==> src/design/sbusd_pkg.sv <==
// Shared types, constants and codes for the SBUS frame decoder.
`default_nettype none

package sbusd_pkg;

  // Fraction bits of the normalized control values
  localparam int NormFracBits = 14;

  localparam int ChW      = 11;
  localparam int NumCh    = 16;
  localparam int ChIdxW   = 4;
  localparam int NumCfg   = 8;
  localparam int CfgIdxW  = 3;
  localparam int CfgW     = 4;
  localparam int FrameLen = 25;
  localparam int PosW     = 5;

  // 2^F / 1600 = 2^(F-6) / 25 and 2^F / 800 = 2^(F-5) / 25
  localparam int ThrShift  = NormFracBits - 6;
  localparam int AxisShift = NormFracBits - 5;
  localparam int NumW      = ChW + AxisShift;
  localparam int CntW      = $clog2(NumW);
  localparam int MagW      = NormFracBits + 1;
  localparam int ResW      = 16;
  localparam int WideW     = (MagW + 1 > ResW) ? MagW + 1 : ResW;
  localparam int RemW      = 5;

  localparam logic [RemW:0]   Divisor    = 6'd25;
  localparam logic [7:0]      HeaderByte = 8'h0F;
  localparam logic [7:0]      FooterByte = 8'h00;
  localparam int              FailsafeBit = 3;
  localparam logic [ChW-1:0]  ThrOffset  = 11'd200;
  localparam logic [ChW-1:0]  ThrSpan    = 11'd1600;
  localparam logic [ChW-1:0]  AxisCenter = 11'd1000;
  localparam logic [ChW-1:0]  AxisSpan   = 11'd800;
  localparam logic [ChW-1:0]  ArmLevel   = 11'd1000;
  localparam logic [ChW-1:0]  SwLowLevel = 11'd600;
  localparam logic [ChW-1:0]  SwHighLevel = 11'd1400;

  // Byte positions inside a frame
  localparam logic [PosW-1:0] PosHeader   = 5'd0;
  localparam logic [PosW-1:0] PosLastData = 5'd22;
  localparam logic [PosW-1:0] PosStatus   = 5'd23;
  localparam logic [PosW-1:0] PosFooter   = 5'd24;
  localparam logic [PosW-1:0] PosIdle     = 5'd25;

  // Three-position switch codes
  localparam logic [1:0] SwHigh = 2'd0;
  localparam logic [1:0] SwMid  = 2'd1;
  localparam logic [1:0] SwLow  = 2'd2;

  // Configuration register indexes
  typedef enum logic [CfgIdxW-1:0] {
    CFG_ARM          = 3'd0,
    CFG_THROTTLE     = 3'd1,
    CFG_ROLL         = 3'd2,
    CFG_PITCH        = 3'd3,
    CFG_YAW          = 3'd4,
    CFG_RIGHT_POT    = 3'd5,
    CFG_LEFT_POT     = 3'd6,
    CFG_RIGHT_SWITCH = 3'd7
  } cfg_idx_e;

  localparam logic [CfgW-1:0] CfgReset [NumCfg] = '{4'd4, 4'd2, 4'd0, 4'd1,
                                                   4'd3, 4'd6, 4'd7, 4'd5};

  typedef enum logic [2:0] {
    ST_IDLE,
    ST_SHIFT,
    ST_READ,
    ST_EVAL,
    ST_NORM,
    ST_OUT
  } state_e;

  typedef struct packed {
    logic [7:0] byte_value;
    logic       frame_start;
  } in_word_t;

  typedef struct packed {
    logic               frame_ok;
    logic [2:0]         link_flags;
    logic [7:0]         status_byte;
    logic               armed;
    logic [14:0]        throttle;
    logic signed [15:0] roll;
    logic signed [15:0] pitch;
    logic signed [15:0] yaw;
    logic signed [15:0] right_pot;
    logic signed [15:0] left_pot;
    logic [1:0]         right_switch;
  } out_word_t;

  // Request into the normalizer
  typedef struct packed {
    logic start;
    logic is_axis;
  } norm_req_t;

endpackage

`default_nettype wire

==> src/design/sbusd_norm.sv <==
// Bit-serial normalizer: channel value to clamped Q value by restoring division by 25.
`default_nettype none

module sbusd_norm (
  input  wire                          clk_i,
  input  wire                          rst_ni,
  input  sbusd_pkg::norm_req_t         req_i,
  input  wire  [sbusd_pkg::ChW-1:0]    ch_i,
  output logic                         done_o,
  output logic [sbusd_pkg::ResW-1:0]   res_o
);

  logic                           busy_q;
  logic                           done_q;
  logic [sbusd_pkg::CntW-1:0]     cnt_q;
  logic [sbusd_pkg::NumW-1:0]     num_q;
  logic [sbusd_pkg::NumW-1:0]     quo_q;
  logic [sbusd_pkg::RemW-1:0]     rem_q;
  logic                           neg_q;
  logic                           sat_q;

  logic [sbusd_pkg::ChW-1:0]      delta;
  logic                           neg;
  logic                           sat;
  logic [sbusd_pkg::NumW-1:0]     num_init;
  logic [sbusd_pkg::RemW:0]       rem_sh;
  logic                           rem_ge;
  logic [sbusd_pkg::MagW-1:0]     mag;
  logic [sbusd_pkg::WideW-1:0]    mag_w;
  logic [sbusd_pkg::WideW-1:0]    res_w;

  // Distance from the range origin, sign and saturation
  always_comb begin
    if (req_i.is_axis) begin
      neg   = (ch_i < sbusd_pkg::AxisCenter);
      delta = neg ? (sbusd_pkg::AxisCenter - ch_i) : (ch_i - sbusd_pkg::AxisCenter);
      sat   = (delta >= sbusd_pkg::AxisSpan);
      num_init = sbusd_pkg::NumW'(delta) << sbusd_pkg::AxisShift;
    end else begin
      neg   = 1'b0;
      delta = (ch_i > sbusd_pkg::ThrOffset) ? (ch_i - sbusd_pkg::ThrOffset) : '0;
      sat   = (delta >= sbusd_pkg::ThrSpan);
      num_init = sbusd_pkg::NumW'(delta) << sbusd_pkg::ThrShift;
    end
  end

  // One quotient bit per cycle
  assign rem_sh = {rem_q, num_q[sbusd_pkg::NumW-1]};
  assign rem_ge = (rem_sh >= sbusd_pkg::Divisor);

  always_ff @(posedge clk_i or negedge rst_ni) begin
    if (!rst_ni) begin
      busy_q <= 1'b0;
      done_q <= 1'b0;
      cnt_q  <= '0;
    end else begin
      done_q <= 1'b0;
      if (req_i.start) begin
        busy_q <= 1'b1;
        cnt_q  <= '0;
      end else if (busy_q) begin
        cnt_q <= cnt_q + 1'b1;
        if (cnt_q == sbusd_pkg::CntW'(sbusd_pkg::NumW - 1)) begin
          busy_q <= 1'b0;
          done_q <= 1'b1;
        end
      end
    end
  end

  always_ff @(posedge clk_i) begin
    if (req_i.start) begin
      num_q <= num_init;
      quo_q <= '0;
      rem_q <= '0;
      neg_q <= neg;
      sat_q <= sat;
    end else if (busy_q) begin
      num_q <= num_q << 1;
      quo_q <= {quo_q[sbusd_pkg::NumW-2:0], rem_ge};
      rem_q <= rem_ge ? sbusd_pkg::RemW'(rem_sh - sbusd_pkg::Divisor)
                      : rem_sh[sbusd_pkg::RemW-1:0];
    end
  end

  // Clamp, apply sign, trim to the field width
  assign mag    = sat_q ? sbusd_pkg::MagW'(1) << sbusd_pkg::NormFracBits
                        : quo_q[sbusd_pkg::MagW-1:0];
  assign mag_w  = sbusd_pkg::WideW'(mag);
  assign res_w  = neg_q ? (~mag_w + 1'b1) : mag_w;
  assign res_o  = res_w[sbusd_pkg::ResW-1:0];
  assign done_o = done_q;

endmodule

`default_nettype wire

==> src/design/sbus_frame_decoder.sv <==
// SBUS frame decoder top level: byte intake, bit-serial channel unpacking, result sequencing.
// Header, status and out-of-frame bytes are taken straight in the idle state; channel bytes 1..22
// are then shifted one bit per cycle through the channel shift register while byte intake stalls.
// Footer of a good frame: 8 channel-store reads, each followed by an evaluation step, plus 6
// normalizations in the bit-serial normalizer; a rejected frame goes straight to the output step.
// Result appears in an output register; reset clears control, flags and held values and loads the config defaults.
`default_nettype none

module sbus_frame_decoder (
  input  wire                                clk_i,
  input  wire                                rst_ni,
  input  wire                                in_valid_i,
  output logic                               in_stall_o,
  input  sbusd_pkg::in_word_t                in_word_i,
  output logic                               out_valid_o,
  input  wire                                out_stall_i,
  output sbusd_pkg::out_word_t               out_word_o,
  input  wire                                cfg_we_i,
  input  wire  [sbusd_pkg::CfgIdxW-1:0]      cfg_idx_i,
  input  wire  [sbusd_pkg::CfgW-1:0]         cfg_data_i
);

  sbusd_pkg::state_e              state_q, state_d;
  logic [sbusd_pkg::CfgW-1:0]     cfg_q [sbusd_pkg::NumCfg];
  logic [sbusd_pkg::PosW-1:0]     pos_q;
  logic [sbusd_pkg::PosW-1:0]     pos_cur;
  logic [2:0]                     bitcnt_q;
  logic [3:0]                     cbit_q;
  logic [sbusd_pkg::ChIdxW-1:0]   chan_idx_q;
  logic [7:0]                     sh_byte_q;
  logic [sbusd_pkg::ChW-2:0]      chan_sr_q;
  logic [sbusd_pkg::ChW-1:0]      mem [sbusd_pkg::NumCh];
  logic [sbusd_pkg::ChW-1:0]      rd_data_q;
  logic [sbusd_pkg::ChW-1:0]      wr_data;
  logic [sbusd_pkg::CfgIdxW-1:0]  step_q;
  logic                           hdr_good_q;
  logic [7:0]                     status_q;
  logic [1:0]                     sticky_q;
  logic                           ok_q;
  logic                           conn_q;
  sbusd_pkg::out_word_t           held_q;
  sbusd_pkg::out_word_t           out_q;
  sbusd_pkg::out_word_t           out_d;
  logic                           out_vld_q;

  logic                           in_acc;
  logic                           out_acc;
  logic                           in_frame;
  logic                           conn_now;
  logic                           ok_now;
  logic                           mem_we;
  logic                           load_out;
  sbusd_pkg::norm_req_t           norm_req;
  logic                           norm_done;
  logic [sbusd_pkg::ResW-1:0]     norm_res;

  assign in_acc   = in_valid_i && !in_stall_o;
  assign out_acc  = out_vld_q && !out_stall_i;
  assign pos_cur  = in_word_i.frame_start ? sbusd_pkg::PosHeader : pos_q;
  assign in_frame = (pos_cur < sbusd_pkg::PosIdle);
  assign conn_now = !status_q[sbusd_pkg::FailsafeBit];
  assign ok_now   = hdr_good_q && (in_word_i.byte_value == sbusd_pkg::FooterByte) && conn_now;
  assign wr_data  = {sh_byte_q[0], chan_sr_q};

  // Next state
  always_comb begin
    state_d = state_q;
    case (state_q)
      sbusd_pkg::ST_IDLE: begin
        if (in_acc && in_frame) begin
          if (pos_cur == sbusd_pkg::PosFooter) begin
            state_d = ok_now ? sbusd_pkg::ST_READ : sbusd_pkg::ST_OUT;
          end else if (pos_cur != sbusd_pkg::PosHeader && pos_cur <= sbusd_pkg::PosLastData) begin
            state_d = sbusd_pkg::ST_SHIFT;
          end
        end
      end
      sbusd_pkg::ST_SHIFT: begin
        if (bitcnt_q == 3'd7) state_d = sbusd_pkg::ST_IDLE;
      end
      sbusd_pkg::ST_READ: state_d = sbusd_pkg::ST_EVAL;
      sbusd_pkg::ST_EVAL: begin
        if (step_q == sbusd_pkg::CFG_RIGHT_SWITCH) begin
          state_d = sbusd_pkg::ST_OUT;
        end else if (step_q == sbusd_pkg::CFG_ARM) begin
          state_d = sbusd_pkg::ST_READ;
        end else begin
          state_d = sbusd_pkg::ST_NORM;
        end
      end
      sbusd_pkg::ST_NORM: begin
        if (norm_done) state_d = sbusd_pkg::ST_READ;
      end
      sbusd_pkg::ST_OUT: begin
        if (!out_vld_q || !out_stall_i) state_d = sbusd_pkg::ST_IDLE;
      end
      default: state_d = sbusd_pkg::ST_IDLE;
    endcase
  end

  // State outputs
  always_comb begin
    in_stall_o       = 1'b1;
    mem_we           = 1'b0;
    load_out         = 1'b0;
    norm_req.start   = 1'b0;
    norm_req.is_axis = (step_q != sbusd_pkg::CFG_THROTTLE);
    case (state_q)
      sbusd_pkg::ST_IDLE:  in_stall_o = 1'b0;
      sbusd_pkg::ST_SHIFT: mem_we = (cbit_q == 4'd10);
      sbusd_pkg::ST_READ:  ;
      sbusd_pkg::ST_EVAL: begin
        norm_req.start = (step_q != sbusd_pkg::CFG_ARM) &&
                         (step_q != sbusd_pkg::CFG_RIGHT_SWITCH);
      end
      sbusd_pkg::ST_NORM:  ;
      sbusd_pkg::ST_OUT:   load_out = !out_vld_q || !out_stall_i;
      default: ;
    endcase
  end

  // Result word: held values with this frame's status bits and the sticky link flags
  always_comb begin
    out_d            = held_q;
    out_d.frame_ok   = ok_q;
    out_d.link_flags = {sticky_q[1], conn_q, sticky_q[0]};
  end

  // Control registers
  always_ff @(posedge clk_i or negedge rst_ni) begin
    if (!rst_ni) begin
      state_q    <= sbusd_pkg::ST_IDLE;
      pos_q      <= sbusd_pkg::PosIdle;
      bitcnt_q   <= '0;
      cbit_q     <= '0;
      chan_idx_q <= '0;
      step_q     <= '0;
      hdr_good_q <= 1'b0;
      sticky_q   <= '0;
      ok_q       <= 1'b0;
      conn_q     <= 1'b0;
      out_vld_q  <= 1'b0;
      held_q     <= '0;
      for (int i = 0; i < sbusd_pkg::NumCfg; i++) cfg_q[i] <= sbusd_pkg::CfgReset[i];
    end else begin
      state_q <= state_d;
      if (cfg_we_i) cfg_q[cfg_idx_i] <= cfg_data_i;

      // Byte intake; the footer moves the position on to idle
      if (in_acc && in_frame) begin
        pos_q <= pos_cur + 1'b1;
        if (pos_cur == sbusd_pkg::PosHeader) begin
          hdr_good_q <= (in_word_i.byte_value == sbusd_pkg::HeaderByte);
          chan_idx_q <= '0;
          cbit_q     <= '0;
        end
        if (pos_cur == sbusd_pkg::PosFooter) begin
          ok_q     <= ok_now;
          conn_q   <= conn_now;
          sticky_q <= sticky_q | {ok_now, conn_now};
          step_q   <= sbusd_pkg::CFG_ARM;
          if (ok_now) held_q.status_byte <= status_q;
        end
        bitcnt_q <= '0;
      end

      // Bit-serial channel assembly
      if (state_q == sbusd_pkg::ST_SHIFT) begin
        bitcnt_q <= bitcnt_q + 1'b1;
        if (cbit_q == 4'd10) begin
          cbit_q     <= '0;
          chan_idx_q <= chan_idx_q + 1'b1;
        end else begin
          cbit_q <= cbit_q + 1'b1;
        end
      end

      // Result sequencing over the selected channels
      if (state_q == sbusd_pkg::ST_EVAL) begin
        if (step_q == sbusd_pkg::CFG_ARM) begin
          held_q.armed <= (rd_data_q > sbusd_pkg::ArmLevel);
          step_q       <= step_q + 1'b1;
        end else if (step_q == sbusd_pkg::CFG_RIGHT_SWITCH) begin
          held_q.right_switch <= (rd_data_q > sbusd_pkg::SwLowLevel)
              ? ((rd_data_q > sbusd_pkg::SwHighLevel) ? sbusd_pkg::SwHigh : sbusd_pkg::SwMid)
              : sbusd_pkg::SwLow;
        end
      end
      if (state_q == sbusd_pkg::ST_NORM && norm_done) begin
        step_q <= step_q + 1'b1;
        case (step_q)
          sbusd_pkg::CFG_THROTTLE:
            held_q.throttle  <= held_q.armed ? norm_res[14:0] : '0;
          sbusd_pkg::CFG_ROLL:
            held_q.roll      <= held_q.armed ? norm_res : '0;
          sbusd_pkg::CFG_PITCH:
            held_q.pitch     <= held_q.armed ? norm_res : '0;
          sbusd_pkg::CFG_YAW:
            held_q.yaw       <= held_q.armed ? norm_res : '0;
          sbusd_pkg::CFG_RIGHT_POT:
            held_q.right_pot <= held_q.armed ? norm_res : '0;
          sbusd_pkg::CFG_LEFT_POT:
            held_q.left_pot  <= held_q.armed ? norm_res : '0;
          default: ;
        endcase
      end

      // Output register
      if (load_out) begin
        out_vld_q <= 1'b1;
      end else if (out_acc) begin
        out_vld_q <= 1'b0;
      end
    end
  end

  // Payload registers
  always_ff @(posedge clk_i) begin
    if (in_acc && in_frame) begin
      sh_byte_q <= in_word_i.byte_value;
      if (pos_cur == sbusd_pkg::PosStatus) status_q <= in_word_i.byte_value;
    end else if (state_q == sbusd_pkg::ST_SHIFT) begin
      sh_byte_q <= {1'b0, sh_byte_q[7:1]};
      chan_sr_q <= {sh_byte_q[0], chan_sr_q[sbusd_pkg::ChW-2:1]};
    end
    if (load_out) out_q <= out_d;
  end

  // Channel store: one write port, one registered read port
  always_ff @(posedge clk_i) begin
    if (mem_we) mem[chan_idx_q] <= wr_data;
    rd_data_q <= mem[cfg_q[step_q]];
  end

  sbusd_norm u_norm (
    .clk_i  (clk_i),
    .rst_ni (rst_ni),
    .req_i  (norm_req),
    .ch_i   (rd_data_q),
    .done_o (norm_done),
    .res_o  (norm_res)
  );

  assign out_valid_o = out_vld_q;
  assign out_word_o  = out_q;

endmodule

`default_nettype wire
==> config.mk <==
export PLATFORM = sky130hd
export DESIGN_NAME = sbus_frame_decoder
export DESIGN_NICKNAME = d
export VERILOG_FILES = /design/src/design/sbusd_pkg.sv /design/src/design/sbusd_norm.sv /design/src/design/sbus_frame_decoder.sv
export SDC_FILE = /design/constraint.sdc
export NUM_CORES = 1
export LEC_CHECK = 0
export BUFFER_PORTS_ARGS = -buffer_cell sky130_fd_sc_hd__buf_2
export CORE_MARGIN = 2
export CORE_UTILIZATION = 45
export DETAILED_ROUTE_END_ITERATION = 7
export HOLD_SLACK_MARGIN = 0.05
export PLACE_DENSITY = 0.58
export SLEW_MARGIN = 30
export SYNTH_ARGS = -nofsm -noshare
export SYNTH_HDL_FRONTEND = slang
export SYNTH_HIERARCHICAL = 1
export SYNTH_SLANG_ARGS = --single-unit
==> constraint.sdc <==
create_clock -name clk_i -period 11.9 [get_ports clk_i]
set_input_delay 1.19 -clock clk_i [delete_from_list [all_inputs] [get_ports clk_i]]
set_output_delay 1.19 -clock clk_i [all_outputs]
set_load 0.02 [all_outputs]
==> impl_metrics.env, run 1 <==
export IMPL_cts_buffers_inserted=55
export IMPL_area_of_the_mapped_netlist_sq_um=21040
export IMPL_postSynthNetCount=1498
export IMPL_dr_total_vias=11899
export IMPL_max_cap_violations=0
export IMPL_ys_warnings_count=6
export IMPL_cts_reportedPaths_clkPinSlew_ps=60
export IMPL_clock_tree_from_tritoncts="built"
export IMPL_outcome="completed"
export IMPL_synthesis_instances=1455
export IMPL_fin_nets=1636
export IMPL_detailed_route_drc_error_count=0
export IMPL_floorplan_die_height_microns=220.2
export IMPL_grt_start_max_net_pins=76
export IMPL_critPathLaunchType="register"
export IMPL_timing_worst_slew_pin_value_ps=947.0
export IMPL_synth_lib_cells_used_distinct=78
export IMPL_min_delay_worst_endpoint="out_word_o[75]$_DFFE_PP_"
export IMPL_grt_pass1_vias=11854
export IMPL_clock_fmax_mhz=326.8
export IMPL_clock_root_buffer="clkbuf_16"
export IMPL_hp_start="held_q[75]$_DFFE_PN0P_"
export IMPL_path_buf_inv=1
export IMPL_cpPeakStageDelay_ps=620
export IMPL_gr_usage_all_layers_pct=18.73
export IMPL_synth_async_reset_ratio_pct=32.64
export IMPL_syn_mean_instance_area_sq_um=14.46
export IMPL_clk_path_buf_depth=3
export IMPL_routedLengthMet1_mm=19.91
export IMPL_ir_worst_vdd_uv=170.9
export IMPL_area_growth_syn_to_layout_pct=14.98
export IMPL_timing_critical_path_arrival_ps=3340
export IMPL_dominantRegCellSynth="edfxtp_1"
export IMPL_finalHoldViolCount=0
export IMPL_synth_most_common_cell="edfxtp_1"
export IMPL_setup_reg_to_reg_worst_slack_ps=8840
export IMPL_synth_edf_count=326
export IMPL_buffer_ports_inserted=132
export IMPL_worstSetupPathType="register to register"
export IMPL_wl_per_cell_microns=19.58
export IMPL_yosys_area_top_type_share_pct=46.53
export IMPL_grt_antenna_before_repair=1
export IMPL_timing_final_setup_violations=0
export IMPL_synth_top_cells_by_area="edfxtp_1 (47%), dfrtp_1 (19%), mux4_2 (5.4%), nand2_1 (3.1%), dfxtp_1 (2.9%)"
export IMPL_routed_wl_mm=44.00
export IMPL_hold_crit_class="register to register"
export IMPL_avgViaCountPerCell=5.296
export IMPL_timing_max_transition_violations_final=0
export IMPL_worst_endpoint_required_ps=12180
export IMPL_r2r_start="state_q[1]$_DFFE_PN0P_"
export IMPL_design_portCount=133
export IMPL_design_core_area_sq_um=46360
export IMPL_gpl_final_weighted_congestion=0.8014
export IMPL_grt_pass1_wl_mm=69.70
export IMPL_routed_top_layer="met4"
export IMPL_path_cells="nand2b_1 -> or2_1 -> nor2_1 -> nand2_1 -> nor3_1 -> buf_4"
export IMPL_finalCriticalPeriod_ps=3060
export IMPL_synth_largest_area_cell="edfxtp_1"
export IMPL_worst_path_max_fanout=11
export IMPL_hold_path_cell_count=0
export IMPL_postCtsResizedCells=0
export IMPL_ys_ff_latch=530
export IMPL_cellLeakagePower_nw=9.115
export IMPL_post_cts_setup_inserts=0
export IMPL_cts_sinks=530
export IMPL_ctsHoldBuffers=0
export IMPL_h_tree_levels=2
export IMPL_drt_iter0_markers=788
export IMPL_start_util_pct=45.38
export IMPL_fin_crit_sh_pct=25.72
export IMPL_rsz_0062_raised_after_global_routing="false"
export IMPL_timing_critical_path_max_delay_family="simple AND/OR/NAND/NOR gates"
export IMPL_worst_r2r_endpoint="mem[2][3]$_DFFE_PP_"
export IMPL_cellPowerDensity_nw_per_um2=220.1
export IMPL_synth_seq_area_share_pct=70.15
export IMPL_slew_headroom_pct=36.73
export IMPL_met2_wirelength_mm=21.27
export IMPL_route_antenna_remaining_nets=0
export IMPL_share_of_the_core_filled_with_cells_pct=52.18
export IMPL_dieArea_sq_um=48500
export IMPL_crit_path_top_delay_cell="nor3_1"
export IMPL_dr_wl_met3_mm=1.689
export IMPL_grt_remaining_overflow=0
export IMPL_fin_clk_skew_ps=17.92
export IMPL_clock_latency_ps=590
export IMPL_critical_path_endpoint_type="register"
export IMPL_synth_top_cells_by_count="edfxtp_1 (326), nand2_1 (176), dfrtp_1 (158)"
export IMPL_detailed_place_hpwl_mm=28.99
export IMPL_fp_dieW_microns=220.2
export IMPL_worst_reg_to_reg_path_cell_count=6
export IMPL_fin_setup_tns_ps=0
export IMPL_rows=79
export IMPL_drive_gt1_share_pct=22.70
export IMPL_detailedRoute_firstPassIterationCount=5
[metrics by stage]
stage          total power [mW]  setup WS [ps]  hold WS [ps]  area, sq um  cells
2_1_floorplan             3.336           4906         417.1        21040   1455
3_3_place_gp              3.649           8740         429.2        22310   2143
3_5_place_dp              3.667           8681         429.6        22350   2143
4_1_cts                   5.382           8711         435.1        24180   2246
5_1_grt                   5.608           8553         440.8        24190   2246
6_report                  5.323           8840         435.6        24190   2247
[sequential cells by signal, summed over array words and instances (netlist names), 10 cells and up]
name and flops:
u_norm/quo_q 15, cfg_q 32, held_q 106, mem 176, u_norm/num_q 12, chan_sr_q 10, out_word_o 110, rd_data_q 11
[area by class of cell]
class | count | area, sq um
flip-flops and latches | 530 | 14760
fillers | 3883 | 22170
diodes | 1 | 2.502
repair buffers | 152 | 824.5
clock buffers | 74 | 1551
well taps | 607 | 759.5
multi-input cells | 823 | 5902
inverters | 31 | 116.4
clock inverters | 29 | 275.3
[power by group]
group	internal, mW	switching [mW]	leakage [nW]	total [mW]
Clock	1.01	0.699	0.902	1.71
Combinational	0.542	0.620	2.72	1.16
Sequential	2.21	0.250	5.50	2.46
[logic make-up (layout without fill, tap and decap cells)]
logic type | after synthesis | count (layout) | share of synthesized area (%)
DFF | 530 | 530 | 70.15
and+or+nand+nor | 410 | 410 | 9.183
AOI/OAI and AO/OA | 237 | 237 | 6.822
muxes | 127 | 127 | 9.308
buffers and inverters | 102 | 286 | 2.105
xor gates and xnor gates | 27 | 27 | 1.124
adders and majority gates | 22 | 22 | 1.308
other | 0 | 1 | 0
[how the worst max path moves through the flow]
stage                                      start  slack, ps  depth (start not counted)                    endpoint
after floorplan                      out_stall_i       4910                          1     out_word_o[0]$_DFFE_PP_
after global placement                    rst_ni       8740                          3      held_q[29]$_DFFE_PN0P_
after detailed placement            in_word_i[0]       8680                          8     held_q[103]$_DFFE_PN0P_
after CTS                    step_q[2]$_DFF_PN0_       8710                          6        rd_data_q[6]$_DFF_P_
after global routing         step_q[1]$_DFF_PN0_       8550                          9  u_norm/num_q[10]$_DFFE_PP_
final                     state_q[1]$_DFFE_PN0P_       8840                          6         mem[2][3]$_DFFE_PP_
[metal layers]
layer / vias to the layer above / track usage, %
met5: - / 0
met4: 0 / 6.197
met3: 74 / 2.777
met2: 235 / 30.67
met1: 5895 / 25.86
li1: 5695 / -
[placed cells by master, fill, tap and decap left out, types with 14 or more instances in the layout]
cell       instances
xor2_1            15
mux2_2            34
edfxtp_1         326
dfrtp_1          158
nand3_1           27
dfxtp_1           31
dfstp_2           15
a21oi_1           27
clkbuf_16         58
nor2_1            73
ha_1              22
mux2i_1           28
clkinv_2          14
nand2b_1          22
mux2_1            15
nand2_1          175
buf_4             18
o21ai_0          114
nor3_1            32
mux4_2            50
inv_1             25
buf_2            131
a22oi_1           22
Power figures use the tool's default switching activity.
==> run 2, diff against run 1 <==
--- a/config.mk
+++ b/config.mk
@@ -5,12 +5,13 @@
 export SDC_FILE = /design/constraint.sdc
 export NUM_CORES = 1
 export LEC_CHECK = 0
+export ABC_AREA = 1
 export BUFFER_PORTS_ARGS = -buffer_cell sky130_fd_sc_hd__buf_2
 export CORE_MARGIN = 2
 export CORE_UTILIZATION = 45
 export DETAILED_ROUTE_END_ITERATION = 7
 export HOLD_SLACK_MARGIN = 0.05
-export PLACE_DENSITY = 0.58
+export PLACE_DENSITY = 0.6
 export SLEW_MARGIN = 30
 export SYNTH_ARGS = -nofsm -noshare
 export SYNTH_HDL_FRONTEND = slang
==> constraint.sdc (replaced) <==
create_clock -name clk_i -period 2.59 [get_ports clk_i]
set_input_delay 0.259 -clock clk_i [delete_from_list [all_inputs] [get_ports clk_i]]
set_output_delay 0.259 -clock clk_i [all_outputs]
set_load 0.02 [all_outputs]
==> run 2 against run 1 <==
  * Synthesized area rose by 3.9%
  * Via count rose by 24%
  * Synthesized cell count rose by 40%
  * Critical path type unchanged
  * Critical endpoint is now u_norm/rem_q[0]$_SDFFE_PP0P_
==> impl_metrics.env, run 2 <==
export IMPL_drive_gt1_share_pct=14.54
export IMPL_fin_crit_sh_pct=92.97
export IMPL_clock_fmax_mhz=415.3
export IMPL_cts_reportedPaths_clkPinSlew_ps=70
export IMPL_fin_clk_skew_ps=32.94
export IMPL_syn_mean_instance_area_sq_um=10.77
export IMPL_grt_remaining_overflow=0
export IMPL_timing_worst_slew_pin_value_ps=725.5
export IMPL_area_of_the_mapped_netlist_sq_um=21870
export IMPL_postSynthNetCount=2074
export IMPL_cellLeakagePower_nw=10.83
export IMPL_post_cts_setup_inserts=0
export IMPL_cpPeakStageDelay_ps=390
export IMPL_synth_largest_area_cell="edfxtp_1"
export IMPL_floorplan_die_height_microns=224.4
export IMPL_wl_per_cell_microns=17.70
export IMPL_synth_lib_cells_used_distinct=48
export IMPL_detailed_place_hpwl_mm=32.95
export IMPL_design_core_area_sq_um=47850
export IMPL_yosys_area_top_type_share_pct=44.77
export IMPL_gpl_final_weighted_congestion=0.8447
export IMPL_rows=80
export IMPL_worst_r2r_endpoint="u_norm/rem_q[0]$_SDFFE_PP0P_"
export IMPL_synth_edf_count=326
export IMPL_largest_register="mem"
export IMPL_area_growth_syn_to_layout_pct=15.95
export IMPL_timing_max_transition_violations_final=0
export IMPL_synth_seq_area_share_pct=67.49
export IMPL_cts_sinks=530
export IMPL_start_util_pct=45.70
export IMPL_crit_path_top_delay_cell="dfrtp_1"
export IMPL_r2r_start="step_q[0]$_DFF_PN0_"
export IMPL_mostFrequentLayoutCell="nand2_1"
export IMPL_fin_nets=2246
export IMPL_critical_path_endpoint_type="register"
export IMPL_cts_buffers_inserted=54
export IMPL_grt_pass1_vias=14194
export IMPL_path_buf_inv=5
export IMPL_slew_headroom_pct=51.63
export IMPL_largest_register_ffs=176
export IMPL_min_delay_worst_endpoint="cfg_q[1]$_DFFE_PN0P_"
export IMPL_critPathLaunchType="register"
export IMPL_clock_latency_ps=610
export IMPL_routed_wl_mm=50.71
export IMPL_path_cells="inv_2 -> ha_1 -> inv_1 -> o21ai_0 -> nor2_1 -> buf_4 -> nor2_1 -> clkinv_1 -> buf_4 -> o22ai_1"
export IMPL_detailedRoute_firstPassIterationCount=7
export IMPL_hold_crit_class="input port to register"
export IMPL_timing_critical_path_max_delay_family="buffers and inverters"
export IMPL_worst_reg_to_reg_path_cell_count=10
export IMPL_rsz_0062_raised_after_global_routing="false"
export IMPL_timing_final_setup_violations=0
export IMPL_hold_path_cell_count=3
export IMPL_worst_path_max_fanout=18
export IMPL_clock_root_buffer="clkbuf_16"
export IMPL_ys_ff_latch=530
export IMPL_synth_most_common_cell="nand2_1"
export IMPL_dominantRegCellSynth="edfxtp_1"
export IMPL_route_antenna_remaining_nets=0
export IMPL_setup_reg_to_reg_worst_slack_ps=180
export IMPL_dr_total_vias=14790
export IMPL_fp_dieW_microns=224.4
export IMPL_outcome="completed"
export IMPL_mostFrequentLayoutCells="nand2_1 (460), edfxtp_1 (326), nand3_1 (217), nor2_1 (184), inv_1 (161)"
export IMPL_hp_start="cfg_data_i[1]"
export IMPL_worst_endpoint_required_ps=3090
export IMPL_drt_iter0_markers=1365
export IMPL_clock_tree_from_tritoncts="built"
export IMPL_ir_worst_vdd_uv=1504
export IMPL_detailed_route_drc_error_count=0
export IMPL_max_cap_violations=0
export IMPL_synth_async_reset_ratio_pct=32.64
export IMPL_worstSetupPathType="register to register"
export IMPL_filler_cell_count=4210
export IMPL_finalCriticalPeriod_ps=2408
export IMPL_avgViaCountPerCell=5.164
export IMPL_share_of_the_core_filled_with_cells_pct=52.99
export IMPL_cellPowerDensity_nw_per_um2=1074
export IMPL_grt_antenna_before_repair=0
export IMPL_synth_top_cells_by_count="nand2_1 (460), edfxtp_1 (326), nand3_1 (217)"
export IMPL_ys_warnings_count=6
export IMPL_clk_path_buf_depth=3
export IMPL_finalHoldViolCount=0
export IMPL_grt_pass1_wl_mm=80.32
export IMPL_gr_usage_all_layers_pct=20.37
export IMPL_antennaDiodeCount=0
export IMPL_dieArea_sq_um=50370
export IMPL_finalHoldWorstSlack_ps=79.60
export IMPL_grt_start_max_net_pins=89
export IMPL_buffer_ports_inserted=132
export IMPL_timing_critical_path_arrival_ps=2900
export IMPL_synthesis_instances=2031
export IMPL_h_tree_levels=2
export IMPL_synth_top_cells_by_area="edfxtp_1 (45%), dfrtp_1 (18%), nand2_1 (7.9%), nand3_1 (5.0%), nor2_1 (3.2%)"
export IMPL_design_portCount=133
-- run 2: cells by family (layout without fill, tap and decap cells) --
| family | count (synthesis) | count (layout) | synth area share, % |
|---|---|---|---|
| simple gates | 957 | 957 | 19.18 |
| flops | 530 | 530 | 67.49 |
| fa+ha+maj | 22 | 22 | 1.259 |
| xor+xnor | 23 | 23 | 0.9212 |
| compound gates | 246 | 246 | 6.288 |
| buf+inv | 253 | 471 | 4.864 |
-- run 2: worst max-delay path by stage --
stage	slack, ps	endpoint	startpoint	cells after the start
5_1_grt	3	u_norm/rem_q[0]$_SDFFE_PP0P_	step_q[0]$_DFF_PN0_	10
4_1_cts	200	u_norm/rem_q[0]$_SDFFE_PP0P_	step_q[0]$_DFF_PN0_	10
3_5_place_dp	210	status_q[4]$_DFFE_PP_	state_q[1]$_DFFE_PN0P_	5
2_1_floorplan	-280	out_word_o[0]$_DFFE_PP_	state_q[1]$_DFFE_PN0P_	3
6_report	180	u_norm/rem_q[0]$_SDFFE_PP0P_	step_q[0]$_DFF_PN0_	10
3_3_place_gp	270	u_norm/sat_q$_DFFE_PP_	rd_data_q[3]$_DFF_P_	12
-- run 2: layer usage --
| layer | global-route usage (%) | wire length (microns) | part of all wire, % |
|---|---|---|---|
| met1 | 28.37 | 22650 | 45 |
| met2 | 33.68 | 24540 | 48 |
| met3 | 3.579 | 2665 | 5.3 |
| met4 | 4.443 | 849 | 1.7 |
| met5 | 0 | 0 | 0 |
-- run 2: timing repair --
action,in CTS,in global routing
setup endpoints to repair,0,8
hold buffers,14,0
hold endpoints to repair,77,0
gates resized for setup,0,1
-- run 2: report_power, final --
group          internal [mW]  switching, mW  total [mW]
Clock                   4.46           3.29        7.75
Sequential              10.3           1.03        11.3
Combinational           2.56           5.63        8.19
Total                   17.3           9.95        27.2
-- run 2: area by class of cell --
cell class	count	area, sq um	area share [%]
Clock buffer	78	1541	6.080
Clock inverter	24	252.7	0.9968
Inverter	173	651.9	2.571
Multi-Input combinational cell	1248	6086	24.00
Sequential cell	530	14760	58.21
Tap cell	615	769.5	3.035
Timing Repair Buffer	196	1295	5.108
-- run 2: stage by stage --
step,setup WS [ps],total power [mW],area (sq um),std cells,setup TNS (ps)
4_1_cts,199.1,27.41,25350,2864,0
3_5_place_dp,212.9,19.60,23420,2748,0
6_report,182.2,27.22,25350,2864,0
2_1_floorplan,-284.3,16.89,21880,2031,-31270
5_1_grt,3.390,28.87,25350,2864,0
3_3_place_gp,270.4,19.47,23420,2748,0
-- run 2: tightest hold or removal path, delay by kind of cell --
kind	cells	cell delay (ps)
AOI/OAI and AO/OA	1	170
buffers and inverters	2	210
